==> src/hdl/cfs_pkg.sv <==
// cfs_pkg: shared types and constants for the csv field splitter
// used by the csv_field_splitter top level
`timescale 1ns / 1ps

package cfs_pkg;

   localparam int          FIELD_COUNT_MAX_DEF = 255;
   localparam longint      LINE_COUNT_MAX_DEF  = 65535;

   localparam logic [7:0]  BYTE_NUL = 8'd0;
   localparam logic [7:0]  BYTE_LF  = 8'd10;
   localparam logic [7:0]  BYTE_CR  = 8'd13;

   localparam logic [7:0]  DELIMITER_RESET = 8'd44;
   localparam logic [7:0]  QUOTE_RESET     = 8'd34;

   localparam logic        CMD_DATA = 1'b0;
   localparam logic        CMD_END  = 1'b1;

   localparam logic        CSR_DELIMITER = 1'b0;
   localparam logic        CSR_QUOTE     = 1'b1;

   typedef enum logic [1:0] {
      ERR_NONE     = 2'd0,
      ERR_NUL      = 2'd1,
      ERR_JUNK     = 2'd2,
      ERR_UNCLOSED = 2'd3
   } err_type;

   typedef enum logic [2:0] {
      M_START  = 3'd0,
      M_NEXT   = 3'd1,
      M_QUOTED = 3'd2,
      M_PLAIN  = 3'd3,
      M_AFTERQ = 3'd4,
      M_QSEEN  = 3'd5
   } mode_type;

   typedef enum logic [2:0] {
      ACT_NONE,
      ACT_LINE,
      ACT_DATA,
      ACT_FIELD,
      ACT_ROW,
      ACT_ROW_FIELD,
      ACT_ERROR,
      ACT_CLEAR
   } act_type;

   typedef struct packed {
      logic        data_valid;
      logic [7:0]  data_byte;
      logic        field_end;
      logic        row_end;
      logic [7:0]  field_count;
      logic [15:0] lines_in_row;
      logic [1:0]  error_code;
   } rsp_item_type;

endpackage

==> src/hdl/cfs_req_if.sv <==
// cfs_req_if: input byte channel of the csv field splitter
// valid/ready handshake; no package dependency
`timescale 1ns / 1ps

interface cfs_req_if;
   logic       valid;
   logic       ready;
   logic       command;
   logic [7:0] in_byte;

   modport source (output valid, output command, output in_byte, input ready);
   modport sink   (input valid, input command, input in_byte, output ready);
endinterface

==> src/hdl/cfs_rsp_if.sv <==
// cfs_rsp_if: result channel of the csv field splitter
// valid/ready handshake; no package dependency
`timescale 1ns / 1ps

interface cfs_rsp_if;
   logic        valid;
   logic        ready;
   logic        data_valid;
   logic [7:0]  data_byte;
   logic        field_end;
   logic        row_end;
   logic [7:0]  field_count;
   logic [15:0] lines_in_row;
   logic [1:0]  error_code;

   modport source (output valid, output data_valid, output data_byte, output field_end,
                   output row_end, output field_count, output lines_in_row,
                   output error_code, input ready);
   modport sink   (input valid, input data_valid, input data_byte, input field_end,
                   input row_end, input field_count, input lines_in_row,
                   input error_code, output ready);
endinterface

==> src/hdl/csv_field_splitter.sv <==
// csv_field_splitter: streaming csv splitter, top level
// depends on cfs_pkg, cfs_req_if and cfs_rsp_if
`timescale 1ns / 1ps

// Takes one byte (or an end-of-input mark) per clock while req.ready is high, and
// gives at most one result per transaction: a field byte, a field end, a row end or
// an error. Throughput is one transaction per cycle while req.ready is high; the parse
// state updates when a byte is taken, and the result is registered into the output
// register, or into the one-entry skid buffer behind it when the output register holds
// a result the sink has not taken, so req.ready drops only when both hold an untaken
// result. Delimiter and quote registers should be written only while the block is idle.
module csv_field_splitter
   import cfs_pkg::*;
#(
   parameter int     FIELD_COUNT_MAX = FIELD_COUNT_MAX_DEF,
   parameter longint LINE_COUNT_MAX  = LINE_COUNT_MAX_DEF
) (
   input  logic       clock,
   input  logic       reset,
   input  logic       csr_wr_en,
   input  logic       csr_index,
   input  logic [7:0] csr_wdata,
   cfs_req_if.sink    req,
   cfs_rsp_if.source  rsp
);

   localparam int FW = $clog2(FIELD_COUNT_MAX + 1);
   localparam int LW = $clog2(LINE_COUNT_MAX + 1);
   localparam logic [FW-1:0] FMAX = FW'(FIELD_COUNT_MAX);
   localparam logic [LW-1:0] LMAX = LW'(LINE_COUNT_MAX);

   logic [7:0]    delim_ff, quote_ff;
   mode_type      mode_ff, mode_in;
   logic [FW-1:0] fd_ff, fd_in, fd_sat;
   logic [LW-1:0] ls_ff, ls_in, ls_sat;
   logic          lo_ff, lo_in;

   rsp_item_type  out_ff, skid_ff, res;
   logic          out_valid_ff, skid_valid_ff;
   logic          out_valid_in, skid_valid_in;
   rsp_item_type  out_in, skid_in;

   act_type       act;
   err_type       err;
   logic          accept, pop, push;
   logic          is_end, is_lf, is_cr, is_nul, is_q, is_d;
   logic [FW+7:0] fc_new_wide, fc_old_wide;
   logic [LW+15:0] ln_wide;

   // configuration
   always_ff @(posedge clock) begin
      if (reset) begin
         delim_ff <= DELIMITER_RESET;
         quote_ff <= QUOTE_RESET;
      end else if (csr_wr_en) begin
         unique case (csr_index)
            CSR_DELIMITER: delim_ff <= csr_wdata;
            CSR_QUOTE:     quote_ff <= csr_wdata;
         endcase
      end
   end

   assign req.ready = !skid_valid_ff;
   assign accept    = req.valid && req.ready;
   assign pop       = rsp.valid && rsp.ready;

   assign is_end = (req.command == CMD_END);
   assign is_lf  = (req.in_byte == BYTE_LF);
   assign is_cr  = (req.in_byte == BYTE_CR);
   assign is_nul = (req.in_byte == BYTE_NUL);
   assign is_q   = (req.in_byte == quote_ff);
   assign is_d   = (req.in_byte == delim_ff);

   assign fd_sat = (fd_ff < FMAX) ? fd_ff + 1'b1 : fd_ff;
   assign ls_sat = (ls_ff < LMAX) ? ls_ff + 1'b1 : ls_ff;

   // next state: parse mode and the action for this byte
   always_comb begin
      mode_in = mode_ff;
      act     = ACT_NONE;
      err     = ERR_NONE;
      if (is_end) begin
         unique case (mode_ff)
            M_QUOTED: begin
               act = ACT_ERROR;
               err = ERR_UNCLOSED;
            end
            M_START:  act = (!lo_ff && ls_ff == '0) ? ACT_CLEAR : ACT_ROW;
            M_AFTERQ: act = ACT_ROW;
            default:  act = ACT_ROW_FIELD;
         endcase
      end else if (is_lf) begin
         if (mode_ff == M_QUOTED) act = ACT_LINE;
         else if (mode_ff == M_START || mode_ff == M_AFTERQ) act = ACT_ROW;
         else act = ACT_ROW_FIELD;
      end else if (is_cr) begin
         if (mode_ff == M_QSEEN) begin
            mode_in = M_AFTERQ;
            act     = ACT_FIELD;
         end
      end else if (is_nul) begin
         act = ACT_ERROR;
         err = ERR_NUL;
      end else begin
         unique case (mode_ff)
            M_START, M_NEXT: begin
               if (is_q) mode_in = M_QUOTED;
               else if (is_d) begin
                  mode_in = M_NEXT;
                  act     = ACT_FIELD;
               end else begin
                  mode_in = M_PLAIN;
                  act     = ACT_DATA;
               end
            end
            M_QUOTED: begin
               if (is_q) mode_in = M_QSEEN;
               else act = ACT_DATA;
            end
            M_QSEEN: begin
               if (is_q) begin
                  mode_in = M_QUOTED;
                  act     = ACT_DATA;
               end else if (is_d) begin
                  mode_in = M_NEXT;
                  act     = ACT_FIELD;
               end else begin
                  act = ACT_ERROR;
                  err = ERR_JUNK;
               end
            end
            M_PLAIN: begin
               if (is_d) begin
                  mode_in = M_NEXT;
                  act     = ACT_FIELD;
               end else act = ACT_DATA;
            end
            M_AFTERQ: begin
               if (is_d) mode_in = M_NEXT;
               else begin
                  act = ACT_ERROR;
                  err = ERR_JUNK;
               end
            end
            default: act = ACT_CLEAR;
         endcase
      end
      if (act == ACT_ROW || act == ACT_ROW_FIELD || act == ACT_ERROR || act == ACT_CLEAR)
         mode_in = M_START;
   end

   assign fc_new_wide = {8'b0, fd_sat};
   assign fc_old_wide = {8'b0, fd_ff};
   assign ln_wide     = {16'b0, ls_sat};

   // counters and result
   always_comb begin
      fd_in = fd_ff;
      ls_in = ls_ff;
      lo_in = lo_ff | (!is_end && !is_lf);
      res   = '0;
      push  = 1'b0;
      case (act)
         ACT_LINE: ls_in = ls_sat;
         ACT_DATA: begin
            push           = 1'b1;
            res.data_valid = 1'b1;
            res.data_byte  = req.in_byte;
            res.field_count = fc_old_wide[7:0];
         end
         ACT_FIELD: begin
            fd_in           = fd_sat;
            push            = 1'b1;
            res.field_end   = 1'b1;
            res.field_count = fc_new_wide[7:0];
         end
         ACT_ROW: begin
            push             = 1'b1;
            res.row_end      = 1'b1;
            res.field_count  = fc_old_wide[7:0];
            res.lines_in_row = ln_wide[15:0];
         end
         ACT_ROW_FIELD: begin
            push             = 1'b1;
            res.field_end    = 1'b1;
            res.row_end      = 1'b1;
            res.field_count  = fc_new_wide[7:0];
            res.lines_in_row = ln_wide[15:0];
         end
         ACT_ERROR: begin
            push           = 1'b1;
            res.error_code = err;
         end
         default: ;
      endcase
      if (act == ACT_ROW || act == ACT_ROW_FIELD || act == ACT_ERROR || act == ACT_CLEAR) begin
         fd_in = '0;
         ls_in = '0;
         lo_in = 1'b0;
      end
      push = push && accept;
   end

   always_ff @(posedge clock) begin
      if (reset) begin
         mode_ff <= M_START;
         fd_ff   <= '0;
         ls_ff   <= '0;
         lo_ff   <= 1'b0;
      end else if (accept) begin
         mode_ff <= mode_in;
         fd_ff   <= fd_in;
         ls_ff   <= ls_in;
         lo_ff   <= lo_in;
      end
   end

   // output register with skid entry
   always_comb begin
      out_valid_in  = out_valid_ff;
      skid_valid_in = skid_valid_ff;
      out_in        = out_ff;
      skid_in       = skid_ff;
      if (skid_valid_ff) begin
         if (pop) begin
            out_in        = skid_ff;
            skid_valid_in = 1'b0;
         end
      end else if (!out_valid_ff || pop) begin
         out_valid_in = push;
         out_in       = res;
      end else if (push) begin
         skid_valid_in = 1'b1;
         skid_in       = res;
      end
   end

   always_ff @(posedge clock) begin
      if (reset) begin
         out_valid_ff  <= 1'b0;
         skid_valid_ff <= 1'b0;
      end else begin
         out_valid_ff  <= out_valid_in;
         skid_valid_ff <= skid_valid_in;
      end
   end

   always_ff @(posedge clock) begin
      out_ff  <= out_in;
      skid_ff <= skid_in;
   end

   assign rsp.valid        = out_valid_ff;
   assign rsp.data_valid   = out_ff.data_valid;
   assign rsp.data_byte    = out_ff.data_byte;
   assign rsp.field_end    = out_ff.field_end;
   assign rsp.row_end      = out_ff.row_end;
   assign rsp.field_count  = out_ff.field_count;
   assign rsp.lines_in_row = out_ff.lines_in_row;
   assign rsp.error_code   = out_ff.error_code;

   a_skid_behind_out: assert property (@(posedge clock) disable iff (reset)
      skid_valid_ff |-> out_valid_ff)
      else $error("skid entry held without output entry");

   a_error_clears: assert property (@(posedge clock) disable iff (reset)
      (accept && act == ACT_ERROR) |=> (mode_ff == M_START && fd_ff == '0 && ls_ff == '0))
      else $error("parser not cleared after error");

   a_field_sat: assert property (@(posedge clock) disable iff (reset)
      fd_ff <= FMAX)
      else $error("field count above its limit");

   a_error_result_clean: assert property (@(posedge clock) disable iff (reset)
      (out_valid_ff && out_ff.error_code != ERR_NONE) |->
         (!out_ff.data_valid && !out_ff.field_end && !out_ff.row_end
          && out_ff.field_count == 8'd0))
      else $error("error result carries field data");

   a_full_stalls: assert property (@(posedge clock) disable iff (reset)
      (skid_valid_ff && !pop) |=> skid_valid_ff && $stable(skid_ff))
      else $error("skid entry lost while stalled");

endmodule
==> src/flat_wrapper.sv <==
// flat-port wrapper written by rule: the top's interface ports become plain ports
module csv_field_splitter_flat import cfs_pkg::*;
#(
   parameter int     FIELD_COUNT_MAX = FIELD_COUNT_MAX_DEF,
   parameter longint LINE_COUNT_MAX  = LINE_COUNT_MAX_DEF
)
  (clock, reset, csr_wr_en, csr_index, csr_wdata, req_valid, req_command, req_in_byte, req_ready, rsp_valid, rsp_data_valid, rsp_data_byte, rsp_field_end, rsp_row_end, rsp_field_count, rsp_lines_in_row, rsp_error_code, rsp_ready);
  cfs_req_if req_i ();
  cfs_rsp_if rsp_i ();
  input  logic clock;
  input  logic reset;
  input  logic csr_wr_en;
  input  logic csr_index;
  input  logic [7:0] csr_wdata;
  input wire logic [$bits(req_i.valid)-1:0] req_valid;
  input wire logic [$bits(req_i.command)-1:0] req_command;
  input wire logic [$bits(req_i.in_byte)-1:0] req_in_byte;
  output wire logic [$bits(req_i.ready)-1:0] req_ready;
  output wire logic [$bits(rsp_i.valid)-1:0] rsp_valid;
  output wire logic [$bits(rsp_i.data_valid)-1:0] rsp_data_valid;
  output wire logic [$bits(rsp_i.data_byte)-1:0] rsp_data_byte;
  output wire logic [$bits(rsp_i.field_end)-1:0] rsp_field_end;
  output wire logic [$bits(rsp_i.row_end)-1:0] rsp_row_end;
  output wire logic [$bits(rsp_i.field_count)-1:0] rsp_field_count;
  output wire logic [$bits(rsp_i.lines_in_row)-1:0] rsp_lines_in_row;
  output wire logic [$bits(rsp_i.error_code)-1:0] rsp_error_code;
  input wire logic [$bits(rsp_i.ready)-1:0] rsp_ready;
  assign req_i.valid = req_valid;
  assign req_i.command = req_command;
  assign req_i.in_byte = req_in_byte;
  assign req_ready = req_i.ready;
  assign rsp_valid = rsp_i.valid;
  assign rsp_data_valid = rsp_i.data_valid;
  assign rsp_data_byte = rsp_i.data_byte;
  assign rsp_field_end = rsp_i.field_end;
  assign rsp_row_end = rsp_i.row_end;
  assign rsp_field_count = rsp_i.field_count;
  assign rsp_lines_in_row = rsp_i.lines_in_row;
  assign rsp_error_code = rsp_i.error_code;
  assign rsp_i.ready = rsp_ready;
  csv_field_splitter #(.FIELD_COUNT_MAX(FIELD_COUNT_MAX), .LINE_COUNT_MAX(LINE_COUNT_MAX)) u_core (.clock(clock), .reset(reset), .csr_wr_en(csr_wr_en), .csr_index(csr_index), .csr_wdata(csr_wdata), .req(req_i), .rsp(rsp_i));
endmodule
==> config.mk <==
export PLATFORM = sky130hd
export DESIGN_NAME = csv_field_splitter_flat
export DESIGN_NICKNAME = d
export VERILOG_FILES = /design/src/hdl/cfs_pkg.sv /design/src/hdl/cfs_req_if.sv /design/src/hdl/cfs_rsp_if.sv /design/src/hdl/csv_field_splitter.sv /design/src/flat_wrapper.sv
export SDC_FILE = /design/constraint.sdc
export NUM_CORES = 1
export LEC_CHECK = 0
export BUFFER_PORTS_ARGS = -buffer_cell sky130_fd_sc_hd__clkbuf_2
export CAP_MARGIN = 20
export CORE_MARGIN = 2
export CORE_UTILIZATION = 50
export CTS_BUF_LIST = sky130_fd_sc_hd__clkbuf_4 sky130_fd_sc_hd__clkbuf_8 sky130_fd_sc_hd__clkbuf_16
export CTS_CLUSTER_DIAMETER = 120
export CTS_CLUSTER_SIZE = 30
export DETAILED_ROUTE_END_ITERATION = 6
export PLACE_DENSITY = 0.69
export SLEW_MARGIN = 20
export SYNTH_ARGS = -nofsm -noshare
export SYNTH_HDL_FRONTEND = slang
export SYNTH_SLANG_ARGS = --single-unit
==> constraint.sdc <==
create_clock -name clock -period 6.36 [get_ports clock]
set_clock_uncertainty 0.2 [all_clocks]
set_input_delay 0.954 -clock clock [delete_from_list [all_inputs] [get_ports clock]]
set_output_delay 0.954 -clock clock [all_outputs]
set_load 0.03 [all_outputs]
==> results of run 1 <==
[Yosys cell counts (3+ instances only)]
cell type	number
nand3b_1	8
dfxtp_1	46
nand4_1	8
nor3_1	8
nor2_1	58
buf_4	3
o31ai_1	19
o311ai_0	3
buf_2	6
a31oi_1	9
nand2b_1	5
o211ai_1	9
o21ai_0	24
nand2_1	94
nor2b_1	5
nor3_2	3
or3_1	3
xnor2_1	3
or2_2	4
and3_1	10
and2_1	13
mux2i_1	3
inv_1	11
buf_6	3
clkbuf_1	25
a21oi_1	45
mux2_2	15
ha_1	3
xor2_1	22
nor3b_1	3
o21a_1	3
edfxtp_1	74
a211oi_1	6
nor4_1	6
nand3_1	21
[routing by layer]
metal | vias to the layer above | share of wire
met5 | - | 0
met4 | 0 | 0.017
met3 | 18 | 0.045
met2 | 136 | 0.49
met1 | 2398 | 0.45
li1 | 2407 | -
[worst max-delay path, delay by kind of cell]
kind            cells  cell delay [ps]
simple gates        3             1530
buf+inv             2              270
compound gates      3              850
mux                 1              260
[cell families (layout without fill, tap and decap cells)]
kind of cell	Yosys count	after routing
buffers and inverters	49	108
adders and majority gates	3	3
AOI/OAI and AO/OA	146	146
and+or+nand+nor	266	266
muxes	18	18
xor gates and xnor gates	28	28
DFF	120	120
[registers in the layout, indices dropped and copies added, names as in the netlist]
name	count
u_core.rsp.data_byte	8
u_core.rsp.data_valid	1
u_core.skid_ff	37
u_core.mode_ff	3
u_core.rsp.error_code	2
u_core.rsp.field_count	8
u_core.skid_valid_ff	1
u_core.delim_ff	8
u_core.fd_ff	8
u_core.rsp.row_end	1
u_core.quote_ff	8
u_core.rsp.lines_in_row	16
u_core.rsp.valid	1
u_core.ls_ff	16
u_core.lo_ff	1
u_core.rsp.field_end	1
[layout make-up]
type | count | area (µm²)
well taps | 168 | 210
fillers | 1031 | 4950
repair buffers | 65 | 335
clock buffers | 23 | 489
clock inverters | 9 | 73.8
flip-flops and latches | 120 | 3140
multi-input cells | 461 | 2920
inverters | 11 | 41.3
[power by group through the flow]
stage | registers [mW] | clock network, mW | logic, mW
finish | 0.901 | 0.904 | 0.290
global route | 0.907 | 0.950 | 0.313
CTS | 0.902 | 0.916 | 0.291
detailed placement | 0.918 | 0 | 0.290
global placement | 0.916 | 0 | 0.285
floorplan | 0.988 | 0 | 0.146
[worst paths after layout]
check | startpoint | cells past startpoint | slack, ps | end
max | req_in_byte[5] | 9 | 2450 | u_core.rsp.lines_in_row[15]
min reg2reg | u_core.quote_ff[7] | 2 | 270 | u_core.quote_ff[7]
min | u_core.quote_ff[7] | 2 | 270 | u_core.quote_ff[7]
max reg2reg | u_core.mode_ff[2] | 8 | 2920 | u_core.rsp.lines_in_row[15]
[metrics by stage]
step | setup slack (ps) | power (mW) | instances | hold WS, ps
floorplan | 171 | 1.13 | 630 | 241
global placement | 2130 | 1.20 | 825 | 259
detailed placement | 2020 | 1.21 | 825 | 267
CTS | 2440 | 2.11 | 857 | 273
global route | 2230 | 2.17 | 857 | 290
finish | 2450 | 2.10 | 857 | 273
==> flow_summary.ini, run 1 <==
[yosys]
yosys_most_used_dff = edfxtp_1
synthAdderAreaFrac = 0.00597
synthArstFlopShare = 0
synth_top_area_share = 0.354
synthCells = 630
synthSimpleGateAreaFrac = 0.217
netlist.top_cell.by_area = edfxtp_1
synthXorXnorAreaFrac = 0.0426
synth-compound-area-share = 0.164
netlist_top_cells_area = edfxtp_1, dfxtp_1, nand2_1, a21oi_1, nor2_1
synth_cell_types = 76
synth.avg_cell_area_um2 = 9.98
synth.ff_latch_count = 120
syn-num-nets = 656
synth_warnings = 0
seq_area_frac_synth = 0.500
synth_top_family_by_area = simple AND/OR/NAND/NOR gates
synth_mux_area_frac = 0.0317
synth_area_um2 = 6280
synth-edff-count = 74

[cts]
tritoncts = yes
numCtsBuffers = 17
clk_pin_slew_ps = 50
clockBufferDepth = 2
ctsHoldBuffers = 0
clock_latency_ps = 420
post_cts_buffers = 0
clock-sinks = 120
cts_root_buffer = clkbuf_16
cts_resized = 0
htree_levels = 4

[floorplan]
die_x_um = 116
core.rowCount = 40
die_h_um = 116
fp.dieArea_um2 = 13500
core_area_um2 = 12200
boundaryPins = 62
floorplan.initialDensity = 0.517

[worst_setup_path]
crit_path_top_delay_cell = nand2_1
end_kind = flip-flop
cp.required_ps = 6320
critPathMaxStageDelay_ps = 740
worstPathMaxFanout = 29
cp.arrival_ps = 3880
crit_chain = clkbuf_2, or4_4, a211oi_2, a211oi_4, o31a_4, nand2_1, inv_1, and2_1, mux2_2
cp-start-kind = input port
critPathKind = input port to flip-flop

[power_and_ir_drop]
pwr-share-comb = 0.138
vdd_drop_max_mv = 0.135
p_leak_nw = 2.68
intPower_mw = 1.54
seqPwrFrac = 0.430
swShare = 0.267
p_sw_mw = 0.559
power_density_nw_per_um2 = 291
p_clk_frac = 0.432

[sta]
hold_viol_final = 0
max_freq_mhz = 255
period_share = 0.615
drv_slew = 0
tns_ps = 0
setup_viol = 0
tightest_slew_ps = 978
post-route-min-period_ps = 3910
rsz0062_at_grt = false
slew_headroom = 0.347

[routing]
vias_per_cell = 5.79
wire_per_inst_um = 16.9
first_pass_iters = 5
wl_um = 14500
drt_iter0_drc = 430
ant_nets = 0
drcViolationCount = 0
via_count = 4959

[layout]
fin_area_um2 = 7210
utilization = 0.593
fin_nets = 702
layout_common_cells = nand2_1, edfxtp_1, clkbuf_2, nor2_1, dfxtp_1
drive_above_1_share = 0.215
area_growth_pct = 14.7
final_common_cell = nand2_1
n_antenna_cell = 0

[global_route]
grt_overflow = 0
grt_pass1_wl_um = 23700
grt_pass1_vias = 4894
grt_use_met1 = 0.282
grt.total_usage = 0.229
met3_usage = 0.0560
grt_max_degree = 45
top_usage_layer = met2
grtUsageMet2 = 0.384
grt_antenna_before_repair = 0

[job]
drv_cap = 0

[place]
hpwl_um = 9940
port_buffers = 61
gp_congestion = 0.896
post_dp_cell_area_um2 = 6650

[hold_path]
hp-class = flip-flop to flip-flop

[run_status]
outcome = finished clean
Note: power is estimated with default switching activity, not from simulation.
==> run 2: changes to the inputs <==
Clock period 6.36 ns to 3.4 ns, I/O delays scaled along.
==> flow_summary.ini, run 2 (synthesized netlist as in run 1, its figures left out) <==
[routing]
vias_per_cell = 5.72
drt_iter0_drc = 364
wire_per_inst_um = 17.1
via_count = 4987
first_pass_iters = 4
ant_nets = 0
wl_um = 14900
drcViolationCount = 0

[power_and_ir_drop]
p_leak_nw = 2.80
vdd_drop_max_mv = 0.267
finalPower_mw = 4.19
power_density_nw_per_um2 = 561

[sta]
setup_viol = 0
period_share = 0.918
hold_viol_final = 0
max_freq_mhz = 320
post-route-min-period_ps = 3120
rsz0062_at_grt = false
drv_slew = 0
slew_headroom = 0.588
tightest_slew_ps = 617

[layout]
area_growth_pct = 18.8
n_antenna_cell = 0
final_cells = 872
fin_area_um2 = 7470
layout_common_cells = nand2_1, edfxtp_1, clkbuf_2, nor2_1, dfxtp_1
fin_nets = 717
drive_above_1_share = 0.230
largest_register_ffs = 37
regMostFlops = u_core.skid_ff
final_common_cell = nand2_1

[worst_setup_path]
cp.required_ps = 3550
cp.arrival_ps = 3270
end_kind = flip-flop
critPathKind = flip-flop to flip-flop
worstPathMaxFanout = 13
cp-start-kind = flip-flop

[cts]
ctsHoldBuffers = 0
tritoncts = yes
post_cts_buffers = 0
numCtsBuffers = 17
clock_latency_ps = 420
clk_pin_slew_ps = 50
clockBufferDepth = 2
htree_levels = 4
clock-sinks = 120
cts_root_buffer = clkbuf_16
cts_resized = 0

[global_route]
grt.total_usage = 0.238
grt_antenna_before_repair = 0
grt_overflow = 0
grt_max_degree = 44
grt_pass1_wl_um = 24700
grt_pass1_vias = 4888

[floorplan]
floorplan.initialDensity = 0.517
core.rowCount = 40
boundaryPins = 62
core_area_um2 = 12200
fp.dieArea_um2 = 13500
die_x_um = 116
die_h_um = 116

[place]
place_inst = 840
port_buffers = 61
hpwl_um = 10300
post_dp_cell_area_um2 = 6840
gp_congestion = 0.932

[hold_path]
hp-class = input port to flip-flop

[job]
drv_cap = 0

[run_status]
outcome = finished clean
## run 2: cell types whose count changed in the layout (fill, tap and decap cells not counted), moves of 2 or more
| cell | delta |
|---|---|
| clkbuf_4 | -3 |
| buf_4 | +12 |
| bufinv_16 | +4 |
| clkinv_1 | +3 |
| buf_12 | +3 |
| clkbuf_8 | -3 |
| clkinv_2 | -2 |
## run 2: path summary, 6_finish.rpt
path,start,to,slack (ps),depth (start not counted)
setup / recovery,u_core.ls_ff[9],u_core.ls_ff[0],280,9
hold / removal,csr_wdata[3],u_core.delim_ff[3],120,3
setup reg to reg,u_core.ls_ff[9],u_core.ls_ff[0],280,9
hold reg to reg,u_core.quote_ff[4],u_core.quote_ff[4],270,2
## run 2: where the power goes
group | switching [mW] | internal (mW)
Clock | 0.643 | 1.29
Sequential | 0.0387 | 1.65
Combinational | 0.404 | 0.173
## run 2: metrics by stage
stage	TNS [ps]	utilization	worst slack (ps)	hold slack (ps)
2_1_floorplan	-16200	-	-438	241
3_3_place_gp	0	0.562	117	255
3_5_place_dp	0	0.562	75.5	263
4_1_cts	0	0.614	299	110
5_1_grt	0	0.614	44.2	118
6_report	0	0.614	277	116
## run 2: worst max-delay path: stages (launching register included)
cell and delay [ps]:
dfxtp_1 380, nor4_1 420, nand4_1 240, o22ai_2 320
nor2_1 180, a2bb2oi_4 260, buf_4 270, nand2_4 130
or4_1 490, a21oi_1 160
## run 2: area by class of cell
type | count | area, µm²
well taps | 168 | 210
flip-flops and latches | 120 | 3140
multi-input cells | 461 | 2960
repair buffers | 80 | 485
clock buffers | 17 | 425
clock inverters | 15 | 206
fillers | 1025 | 4690
inverters | 11 | 41.3
## run 2: per-layer routing
| metal | up-vias | share of wire | GRT usage |
|---|---|---|---|
| li1 | 2428 | - | - |
| met1 | 2417 | 0.46 | 0.329 |
| met2 | 129 | 0.48 | 0.377 |
| met3 | 13 | 0.044 | 0.0560 |
| met4 | 0 | 0.011 | 0.0675 |
| met5 | - | 0 | 0 |
